**src/sv/etok_pkg.sv**
```systemverilog
// shared types, character codes and classifier functions for the expression tokenizer
// no dependencies; used by etok_step and expression_tokenizer

package etok_pkg;

    localparam int MAX_LEN_DEF = 64;

    // character codes
    localparam logic [7:0] CH_NUL   = 8'h00;
    localparam logic [7:0] CH_SPACE = 8'h20;
    localparam logic [7:0] CH_DOT   = 8'h2E;
    localparam logic [7:0] CH_USCORE = 8'h5F;
    localparam logic [7:0] CH_PLUS  = 8'h2B;
    localparam logic [7:0] CH_MINUS = 8'h2D;
    localparam logic [7:0] CH_STAR  = 8'h2A;
    localparam logic [7:0] CH_SLASH = 8'h2F;
    localparam logic [7:0] CH_OPEN  = 8'h28;
    localparam logic [7:0] CH_CLOSE = 8'h29;
    localparam logic [7:0] CH_SEMI  = 8'h3B;

    // token types
    localparam logic [3:0] TT_INVALID = 4'd0;
    localparam logic [3:0] TT_INT     = 4'd1;
    localparam logic [3:0] TT_FLOAT   = 4'd2;
    localparam logic [3:0] TT_IDENT   = 4'd3;
    localparam logic [3:0] TT_PLUS    = 4'd4;
    localparam logic [3:0] TT_MINUS   = 4'd5;
    localparam logic [3:0] TT_MUL     = 4'd6;
    localparam logic [3:0] TT_DIV     = 4'd7;
    localparam logic [3:0] TT_OPEN    = 4'd8;
    localparam logic [3:0] TT_CLOSE   = 4'd9;
    localparam logic [3:0] TT_SEMI    = 4'd10;

    typedef enum logic [1:0] {
        MODE_IDLE,
        MODE_NUMBER,
        MODE_IDENT
    } mode_t;

    typedef enum logic [1:0] {
        KIND_CHAR,
        KIND_END,
        KIND_EOI
    } kind_t;

    // one result word, without the last flag
    typedef struct packed {
        kind_t      kind;
        logic [3:0] token_type;
        logic [7:0] char_value;
        logic [5:0] char_index;
        logic       too_long;
    } result_t;

    function automatic logic is_digit(input logic [7:0] c);
        is_digit = (c >= 8'h30) && (c <= 8'h39);
    endfunction

    function automatic logic is_alpha(input logic [7:0] c);
        is_alpha = ((c >= 8'h61) && (c <= 8'h7A)) || ((c >= 8'h41) && (c <= 8'h5A));
    endfunction

    function automatic logic [3:0] op_type(input logic [7:0] c);
        case (c)
            CH_PLUS:  op_type = TT_PLUS;
            CH_MINUS: op_type = TT_MINUS;
            CH_STAR:  op_type = TT_MUL;
            CH_SLASH: op_type = TT_DIV;
            CH_OPEN:  op_type = TT_OPEN;
            CH_CLOSE: op_type = TT_CLOSE;
            CH_SEMI:  op_type = TT_SEMI;
            default:  op_type = TT_INVALID;
        endcase
    endfunction

endpackage

```
**src/sv/etok_step.sv**
```systemverilog
// combinational lexer step: one byte plus token state gives up to three result words
// and the next token state; depends on etok_pkg

module etok_step #(
    parameter int MAX_LEN = etok_pkg::MAX_LEN_DEF,
    localparam int LW = $clog2(MAX_LEN)
) (
    input  logic [7:0]              char_byte,
    input  etok_pkg::mode_t         mode,
    input  logic [LW-1:0]           len,
    input  logic                    dot,
    input  logic                    ovf,
    output etok_pkg::result_t       res [3],
    output logic [1:0]              count,
    output etok_pkg::mode_t         mode_next,
    output logic [LW-1:0]           len_next,
    output logic                    dot_next,
    output logic                    ovf_next
);

    localparam logic [LW-1:0] LEN_TOP = LW'(MAX_LEN - 1);

    logic          cont_num;
    logic          cont_id;
    logic          sat;
    logic          dot_after;
    logic [3:0]    open_tt;
    logic [3:0]    char_tt;
    logic [3:0]    op_tt;
    logic [LW+5:0] idx_wide;
    logic [1:0]    k;

    assign cont_num = (mode == etok_pkg::MODE_NUMBER)
                   && (etok_pkg::is_digit(char_byte) || char_byte == etok_pkg::CH_DOT);
    assign cont_id  = (mode == etok_pkg::MODE_IDENT)
                   && (etok_pkg::is_alpha(char_byte) || etok_pkg::is_digit(char_byte)
                       || char_byte == etok_pkg::CH_USCORE);
    assign sat       = (len >= LEN_TOP);
    assign idx_wide  = (LW+6)'(sat ? LEN_TOP : len);
    assign dot_after = dot | (char_byte == etok_pkg::CH_DOT);
    assign open_tt   = (mode == etok_pkg::MODE_NUMBER)
                     ? (dot ? etok_pkg::TT_FLOAT : etok_pkg::TT_INT) : etok_pkg::TT_IDENT;
    assign char_tt   = cont_num ? (dot_after ? etok_pkg::TT_FLOAT : etok_pkg::TT_INT)
                                : etok_pkg::TT_IDENT;
    assign op_tt     = etok_pkg::op_type(char_byte);

    always_comb
    begin
        res[0]    = '0;
        res[1]    = '0;
        res[2]    = '0;
        count     = 2'd0;
        k         = 2'd0;
        mode_next = mode;
        len_next  = len;
        dot_next  = dot;
        ovf_next  = ovf;
        if (cont_num || cont_id)
        begin
            // token continues
            res[0]   = '{etok_pkg::KIND_CHAR, char_tt, char_byte, idx_wide[5:0], 1'b0};
            count    = 2'd1;
            len_next = sat ? len : LW'(len + 1'b1);
            ovf_next = ovf | sat;
            dot_next = cont_num & dot_after;
        end
        else
        begin
            // close any open token, then treat the byte as from idle
            if (mode != etok_pkg::MODE_IDLE)
            begin
                res[0] = '{etok_pkg::KIND_END, open_tt, 8'd0, 6'd0, ovf};
                k      = 2'd1;
            end
            mode_next = etok_pkg::MODE_IDLE;
            len_next  = '0;
            dot_next  = 1'b0;
            ovf_next  = 1'b0;
            count     = k;
            if (char_byte == etok_pkg::CH_NUL)
            begin
                res[k] = '{etok_pkg::KIND_EOI, etok_pkg::TT_INVALID, 8'd0, 6'd0, 1'b0};
                count  = 2'(k + 2'd1);
            end
            else if (char_byte == etok_pkg::CH_SPACE)
            begin
                count = k;
            end
            else if (etok_pkg::is_digit(char_byte))
            begin
                res[k]    = '{etok_pkg::KIND_CHAR, etok_pkg::TT_INT, char_byte, 6'd0, 1'b0};
                count     = 2'(k + 2'd1);
                mode_next = etok_pkg::MODE_NUMBER;
                len_next  = LW'(1);
            end
            else if (etok_pkg::is_alpha(char_byte))
            begin
                res[k]    = '{etok_pkg::KIND_CHAR, etok_pkg::TT_IDENT, char_byte, 6'd0, 1'b0};
                count     = 2'(k + 2'd1);
                mode_next = etok_pkg::MODE_IDENT;
                len_next  = LW'(1);
            end
            else
            begin
                // operator or invalid byte: one-character token
                res[k]            = '{etok_pkg::KIND_CHAR, op_tt, char_byte, 6'd0, 1'b0};
                res[2'(k + 2'd1)] = '{etok_pkg::KIND_END, op_tt, 8'd0, 6'd0, 1'b0};
                count             = 2'(k + 2'd2);
            end
        end
    end

endmodule

```
**src/sv/expression_tokenizer.sv**
```systemverilog
// expression_tokenizer: a streaming lexer for arithmetic expressions. Each input word is
// one ASCII byte; each result word reports a token character (with its type and index
// within the token), the end of a token (with final type and overflow flag), or the end of
// input on a zero byte. A byte is held in an input register, the lexer step is worked out
// combinationally from it and the token state, and results leave through a result
// register one word per cycle unless result_ready stalls them, so plain token characters
// stream at one byte per cycle when not stalled; a byte that yields several results
// (closing a token and starting an operator, for instance) holds the input register until
// the single result register has issued them all. A byte passes the input register, then
// the result register. Tokens longer than MAX_LEN-1 characters saturate their index and
// report too_long. Depends on etok_pkg and etok_step.

module expression_tokenizer #(
    parameter int MAX_LEN = etok_pkg::MAX_LEN_DEF
) (
    input  logic       clk,
    input  logic       rst_n,
    input  logic       char_valid,
    output logic       char_ready,
    input  logic [7:0] char_byte,
    output logic       result_valid,
    input  logic       result_ready,
    output logic [1:0] kind,
    output logic [3:0] token_type,
    output logic [7:0] char_value,
    output logic [5:0] char_index,
    output logic       too_long,
    output logic       last
);

    localparam int LW = $clog2(MAX_LEN);

    // input register
    logic [7:0]        byte_reg;
    logic              byte_valid_reg;
    logic              byte_valid_next;
    logic [1:0]        res_idx_reg;
    logic [1:0]        res_idx_next;

    // token state
    etok_pkg::mode_t   mode_reg;
    logic [LW-1:0]     len_reg;
    logic              dot_reg;
    logic              ovf_reg;

    etok_pkg::mode_t   mode_step;
    logic [LW-1:0]     len_step;
    logic              dot_step;
    logic              ovf_step;
    etok_pkg::result_t res [3];
    logic [1:0]        count;

    // result register
    etok_pkg::result_t out_reg;
    logic              out_last_reg;
    logic              out_valid_reg;
    logic              out_valid_next;

    logic              out_free;
    logic              issue;
    logic              last_now;
    logic              done;
    logic              take;

    etok_step #(
        .MAX_LEN (MAX_LEN)
    ) u_step (
        .char_byte (byte_reg),
        .mode      (mode_reg),
        .len       (len_reg),
        .dot       (dot_reg),
        .ovf       (ovf_reg),
        .res       (res),
        .count     (count),
        .mode_next (mode_step),
        .len_next  (len_step),
        .dot_next  (dot_step),
        .ovf_next  (ovf_step)
    );

    // handshake and sequencing of the words of one byte
    assign out_free   = !out_valid_reg || result_ready;
    assign issue      = byte_valid_reg && (count != 2'd0) && out_free;
    assign last_now   = (res_idx_reg == 2'(count - 2'd1));
    // byte retires: no word at all (a skipped space) or its final word issued
    assign done       = byte_valid_reg && ((count == 2'd0) || (issue && last_now));
    assign char_ready = !byte_valid_reg || done;
    assign take       = char_valid && char_ready;

    always_comb
    begin
        byte_valid_next = byte_valid_reg;
        if (take)
            byte_valid_next = 1'b1;
        else if (done)
            byte_valid_next = 1'b0;

        res_idx_next = res_idx_reg;
        if (done)
            res_idx_next = 2'd0;
        else if (issue)
            res_idx_next = 2'(res_idx_reg + 2'd1);

        out_valid_next = out_valid_reg;
        if (issue)
            out_valid_next = 1'b1;
        else if (result_ready)
            out_valid_next = 1'b0;
    end

    always_ff @(posedge clk or negedge rst_n)
    begin
        if (!rst_n)
        begin
            byte_valid_reg <= 1'b0;
            res_idx_reg    <= 2'd0;
            out_valid_reg  <= 1'b0;
            mode_reg       <= etok_pkg::MODE_IDLE;
            len_reg        <= '0;
            dot_reg        <= 1'b0;
            ovf_reg        <= 1'b0;
        end
        else
        begin
            byte_valid_reg <= byte_valid_next;
            res_idx_reg    <= res_idx_next;
            out_valid_reg  <= out_valid_next;
            // token state advances only once all words of the byte are out
            if (done)
            begin
                mode_reg <= mode_step;
                len_reg  <= len_step;
                dot_reg  <= dot_step;
                ovf_reg  <= ovf_step;
            end
        end
    end

    // payload registers
    always_ff @(posedge clk)
    begin
        if (take)
            byte_reg <= char_byte;
        if (issue)
        begin
            out_reg      <= res[res_idx_reg];
            out_last_reg <= last_now;
        end
    end

    assign result_valid = out_valid_reg;
    assign kind         = out_reg.kind;
    assign token_type   = out_reg.token_type;
    assign char_value   = out_reg.char_value;
    assign char_index   = out_reg.char_index;
    assign too_long     = out_reg.too_long;
    assign last         = out_last_reg;

    // word counter stays inside the words of the held byte
    a_idx_in_range: assert property (@(posedge clk) disable iff (!rst_n)
        (byte_valid_reg && count != 2'd0) |-> (res_idx_reg < count))
        else $error("result index beyond word count");

    // length never passes the saturation point
    a_len_sat: assert property (@(posedge clk) disable iff (!rst_n)
        len_reg <= LW'(MAX_LEN - 1))
        else $error("token length above maximum");

    // idle means a fully cleared token
    a_idle_clear: assert property (@(posedge clk) disable iff (!rst_n)
        (mode_reg == etok_pkg::MODE_IDLE) |-> (len_reg == '0 && !dot_reg && !ovf_reg))
        else $error("idle with token state left over");

    // a dot belongs only to a number
    a_dot_number: assert property (@(posedge clk) disable iff (!rst_n)
        dot_reg |-> (mode_reg == etok_pkg::MODE_NUMBER))
        else $error("dot flag outside a number");

    // end of input is always the final word of its byte
    a_eoi_last: assert property (@(posedge clk) disable iff (!rst_n)
        (out_valid_reg && out_reg.kind == etok_pkg::KIND_EOI) |-> out_last_reg)
        else $error("end of input not marked last");

endmodule

```
**config.mk**
```make
export PLATFORM = sky130hd
export DESIGN_NAME = expression_tokenizer
export DESIGN_NICKNAME = d
export VERILOG_FILES = /design/src/sv/etok_pkg.sv /design/src/sv/etok_step.sv /design/src/sv/expression_tokenizer.sv
export SDC_FILE = /design/constraint.sdc
export NUM_CORES = 1
export LEC_CHECK = 0
export BUFFER_PORTS_ARGS = -buffer_cell sky130_fd_sc_hd__buf_2
export CORE_MARGIN = 2
export CORE_UTILIZATION = 27
export CTS_CLUSTER_SIZE = 25
export DETAILED_ROUTE_END_ITERATION = 10
export PLACE_DENSITY_LB_ADDON = 0.15
export SLEW_MARGIN = 20
export SYNTH_ARGS = -nofsm -noshare
export SYNTH_HDL_FRONTEND = slang
export SYNTH_SLANG_ARGS = --single-unit
```
**constraint.sdc**
```tcl
create_clock -name clk -period 11.35 [get_ports clk]
set_input_delay 2.27 -clock clk [delete_from_list [all_inputs] [get_ports clk]]
set_output_delay 2.27 -clock clk [all_outputs]
set_load 0.01 [all_outputs]
```
# Yosys cells after proc, flatten, opt, wreduce, memory -nomap -nowiden
# Index checks and enable logic that the tools add are counted.
# word_totals
in_bits,12
elab_cells,136
ff_bits,44
output_inout_bits,24
# classes
mux,50
eq_ne,14
n_addsub,5
magnitude_cmp,12
bitwise_logic,10
reduce_logical,31
# op_table
operator,n
63-bit bitwise mux,4
63-bit 2-to-1 mux,4
21-bit 2-to-1 mux,6
21-bit demux with 2-bit select,2
"8-bit by 6-bit equality test with 1-bit output, second input constant",9
60-bit AND,1
60-bit inverter,1
21-bit binary-select mux with 2-bit select,1
42-bit 2-to-1 mux,1
6-bit 2-to-1 mux,6
2-bit 2-to-1 mux,14
4-bit one-hot mux with 7 select lines,1
20-bit 2-to-1 mux,1
"8-bit by 7-bit >= comparator with 1-bit output, second input constant",2
"8-bit by 7-bit less-or-equal comparator with 1-bit output, second input constant",2
1-bit logical AND,12
2-bit nonzero test,5
"3-bit >= comparator, second input constant",3
2-bit inverter with 3-bit output,3
"8-bit by 7-bit equality test with 1-bit output, second input constant",1
"8-bit by 6-bit >= comparator with 1-bit output, second input constant",1
"8-bit by 6-bit less-or-equal comparator with 1-bit output, second input constant",1
8-bit zero test,1
1-bit logical OR,8
other kinds (19),32

# Depth between registers and ports, before layout
# logic_depth
depth_word,23
mapped_depth,17
mapped_depth_nobuf,15

# Cells and area by module
# Synthesis repeated with hierarchy kept, for this count alone.
# hier_totals
hier_cells,345
area_unflattened_um2,3186.8
# by_module_without_submodules
mod,seq_area_each_um2,cells_each,n_inst,area_per_inst_um2
expression_tokenizer,1251.2,152,1,2008.2
etok_step,0.0,193,1,1178.6

# Least setup slack after synthesis
# No wires, ideal clock.
# synth_path
path_kind,register to output
start,reg byte_reg[0]
end,out char_ready
t_required_ns,9.080
path_buffers,2
slack_ns,4.438
path_stages_with_launch,18
t_arrival_ns,4.642
path_cell_list,edfxtp_1 -> buf_6 -> or4_4 -> buf_6 -> o221ai_1 -> nor2_1 -> inv_1 -> ha_1 -> nor3_2 -> nor4_4 -> ha_1 -> nand2b_1 -> a21oi_1 -> nor2b_1 -> nor2b_1 -> mux2_4 -> nor2_1 -> inv_1
# synth_between
elab_chain_cells,15
word_cells_on_any_way,35
cone_classes,add/sub: 1; order compare: 6; eq/ne: 4; mux: 5; reduce/logical: 19
# synth_rtl
item,line_no,text
from (decl),expression_tokenizer.sv:34,logic [7:0] byte_reg;
from (signal assigned),expression_tokenizer.sv:143,byte_reg <= char_byte;
8-bit by 7-bit >= comparator with 1-bit output or 8-bit by 7-bit less-or-equal comparator with 1-bit output (tied branches),etok_pkg.sv:60,is_alpha = ((c >= 8'h61) && (c <= 8'h7A)) || ((c >= 8'h41) && (c <= 8'h5A));
1-bit logical AND,etok_pkg.sv:60,
1-bit logical OR,etok_pkg.sv:60,
2-bit 2-to-1 mux or 1-bit logical OR (tied branches),"etok_step.sv:96, etok_step.sv:36",
2-bit 2-to-1 mux or 1-bit logical OR (tied branches),"etok_step.sv:89, etok_step.sv:37",
2-bit 2-to-1 mux or 1-bit logical AND (tied branches),"etok_step.sv:85, etok_step.sv:36",
2-bit 2-to-1 mux or 1-bit logical OR (tied branches),"etok_step.sv:80, etok_step.sv:58",
2-bit 2-to-1 mux *,etok_step.sv:58,if (cont_num || cont_id)
2-bit nonzero test *,expression_tokenizer.sv:83,assign issue = byte_valid_reg && (count != 2'd0) && out_free;
1-bit logical AND * (2 in series),expression_tokenizer.sv:83,
via issue,expression_tokenizer.sv:60,logic issue;
1-bit logical AND *,expression_tokenizer.sv:86,assign done = byte_valid_reg && ((count == 2'd0) || (issue && last_now));
1-bit logical OR *,expression_tokenizer.sv:86,
1-bit logical AND *,expression_tokenizer.sv:86,
1-bit logical OR *,expression_tokenizer.sv:87,assign char_ready = !byte_valid_reg || done;
to (decl),expression_tokenizer.sv:19,"output logic char_ready,"
# Mark *: on every way through the listed nets, which the timed path passes. The rest lies on a longest branch.

# Worst setup path after layout
# Ends and elaborated chain as after synthesis.

==> impl_results.md <==
- Status: completed
- Most common cell in the netlist: edfxtp_1
- Arrival time worst endpoint: between 4000 and 5000 ps
- Fin area: 2900 um^2
- Max Clk Rate: about 150 MHz
- Post-DRT Antenna Nets: 0
- Share of the synthesized area in the top cell type: a little over a third
- Vias: between 1500 and 2000
- Hold Violations, Final: 0
- Post-CTS Setup Bufs: 0
- DRT iter0 DRCs: between 200 and 250
- Via density per instance: ~5.0
- Average size of a mapped cell: 10.1 um^2
- Slew margin rel.: 53.1%
- Period Utilization, post-route: 60.0%
- Fin. max-slew vios: 0
- Core Region: roughly 9200 um^2
- Sequential area share after synthesis: between 40% and 50%
- CP Launch Type: register
- DRC Markers: 0
- Hpwl dp: 4200 um
- FP Rows: 35
- Setup WS pre-CTS: 4900 ps
- CP Max Fanout: 25
- Largest net degree at the start of global routing: 26
- Post-route setup slack: around 4500 ps
- Crit Path Class: reg2out
- Final Critical Period: just under 7000 ps
- Final hold slack: ~540 ps
- Main synth FF type: edfxtp_1
- CTS tree: yes
- Clk pin slew, worst setup/hold paths: 80 ps
- Total track usage: ~12%
- Mapped cell area: approximately 2500 um^2
- Final Util: 31.5%
- Worst-Margin Slew: ~700 ps
- Area leader, netlist: edfxtp_1
- Post-synth EDFFs: 30
- Syn_nets: approximately 270
- TNS Setup: 0 ps
- Final GP Congestion: just under 0.9
- IO Pins: 36
- Top cells by area, synth: edfxtp_1 35%, dfrtp_1 14%, nor2_1 3.8%
- Cts repair resizes: 0
- Area delta synth->final: 14.0%
- Final WL: 5860 um
- Static Leak: around 1.2 nW
- Synthesized flop and latch total: between 40 and 50
- HP Class: reg2reg
- Final Skew: around 3.7 ps
- Worst EP required: between 9000 and 10000 ps
- Placed cell area: approximately 2800 um^2
- CTS sink cnt: 44
- ANT cells: 0
- Die area: 10200 um^2
- Die Y: around 100 um
- I/O Buffers: 35
- H-Tree Depth: 2
- Synth cell count leaders: 30 x edfxtp_1, 26 x nor2_1, 18 x a21oi_1, 17 x nand2_1, 14 x dfrtp_1
- Yosys cell types: 55
- Synthesized instance count: around 250
- CTS root buf: clkbuf_8
- CP max stage cell: or4_4
- Max cap viols: 0
- Wire per inst: 14.9 um
- Initial antenna violation count: 0
- Clk_lat worst skew: 290 ps
- Vias in the first global route: around 1900
- Critical-path cell list: or4_4, o221ai_1, nor2_1, inv_1, ha_1, nor3_2, nor4_4, ha_1, nand2b_1, a21oi_2, buf_4, nor2b_1, nor2b_1, mux2_4, nor2_1, inv_1, buf_2
- First-pass GRT wire length: about 10000 um
- VDD IR max: approximately 86 uV
- Global route total overflow: 0
- Async SR Flop Fraction: between 30% and 40%
- Fill cells: 956
- Share of cells above drive strength 1: between 20 and 25%
- Unrepaired setup endpoints after global routing: false
- Pwr per Cell Area: 286 nW/um^2
- Num CTS Buffers: 5
- Initial Util: 27.6%
- Final setup fails: 0
- DR pass1 iterations: 4
- Synth Warn #: 0
- Hold-fix buffers, CTS: 0
- Nets: 297
- Kind of end point of the critical path: primary output
- Crit-path max cell delay: 650 ps
- Die width: between 100 and 150 um
- Clock tree buffer depth: 2
==> worst max-delay path: cells and delay by family (launching register included) <==
family | cells | cell delay [ps]
adder cells (fa/ha/maj) | 2 | 500
AND/OR/NAND/NOR | 8 | 2030
multiplexers | 1 | 220
AO/OA/AOI/OAI | 2 | 360
buffers and inverters | 4 | 640
flip-flops | 1 | 520
==> routing by layer <==
metal	up-vias	part of all wire, %	GRT usage [%]
li1	980	-	-
met4	0	3.0	5.72
met5	-	0	0
met3	10	5.7	2.22
met1	910	49	18.1
met2	73	42	16.5
==> metrics by stage <==
step,std cells,total power [W]
floorplan,252,0.000598
global placement,384,0.000718
detailed placement,384,0.000713
CTS,392,0.000835
global route,392,0.000896
finish,392,0.000827
==> power breakdown <==
group	total [W]	switching (W)	internal, W
logic	0.000388	0.000231	0.000157
clock network	0.000119	0.0000534	0.0000654
registers	0.000321	0.0000640	0.000257
==> layout by cell type (no fill, tap or decap), drive strengths merged, types with 2 or more instances in the layout <==
cell type   n
a21o        2
a21oi      18
a31oi       4
and2        7
and3        9
and4b       2
buf        36
clkbuf      6
clkinv      2
dfrtp      14
edfxtp     30
ha          5
inv         6
mux2        4
nand2      17
nand2b      4
nand3      10
nand4       2
nand4b      3
nor2       27
nor2b       5
nor3        8
nor3b       4
nor4        6
o21a        3
o21ai      13
o31ai       3
or2         4
xnor2       5
xor2        4
==> cells by family (layout without fill, tap and decap cells) <==
family	count (synthesis)	after routing	synth area share, %
simple gates	114	114	26.0
compound gates	54	54	13.2
flops	44	44	49.3
buf+inv	22	51	4.09
xor+xnor	9	9	3.10
fa+ha+maj	5	5	2.46
mux	4	4	1.92
==> final cells by class <==
type                    instances  area [um^2]  share of cell area, %
clock inverters                 2         35.0                   1.21
inverters                       7         26.3                  0.908
multi-input cells             186         1190                   41.1
clock buffers                   6         72.6                   2.51
flip-flops and latches         44         1250                   43.2
well taps                     111          139                   4.80
repair buffers                 36          183                   6.31
==> path summary, 6_finish.rpt <==
kind	start	end	slack [ps]	cells after the start
worst max-delay path	byte_reg[0]	char_ready	4540	17
worst min-delay path	ovf_reg	ovf_reg	540	2
worst max register to register	byte_reg[0]	byte_reg[3]	6400	16
worst min register to register	ovf_reg	ovf_reg	540	2
max in group asynchronous	rst_n	mode_reg[0]	9210	1
min in group asynchronous	rst_n	len_reg[5]	1870	1
No activity file was read; power rests on OpenSTA's default activity.
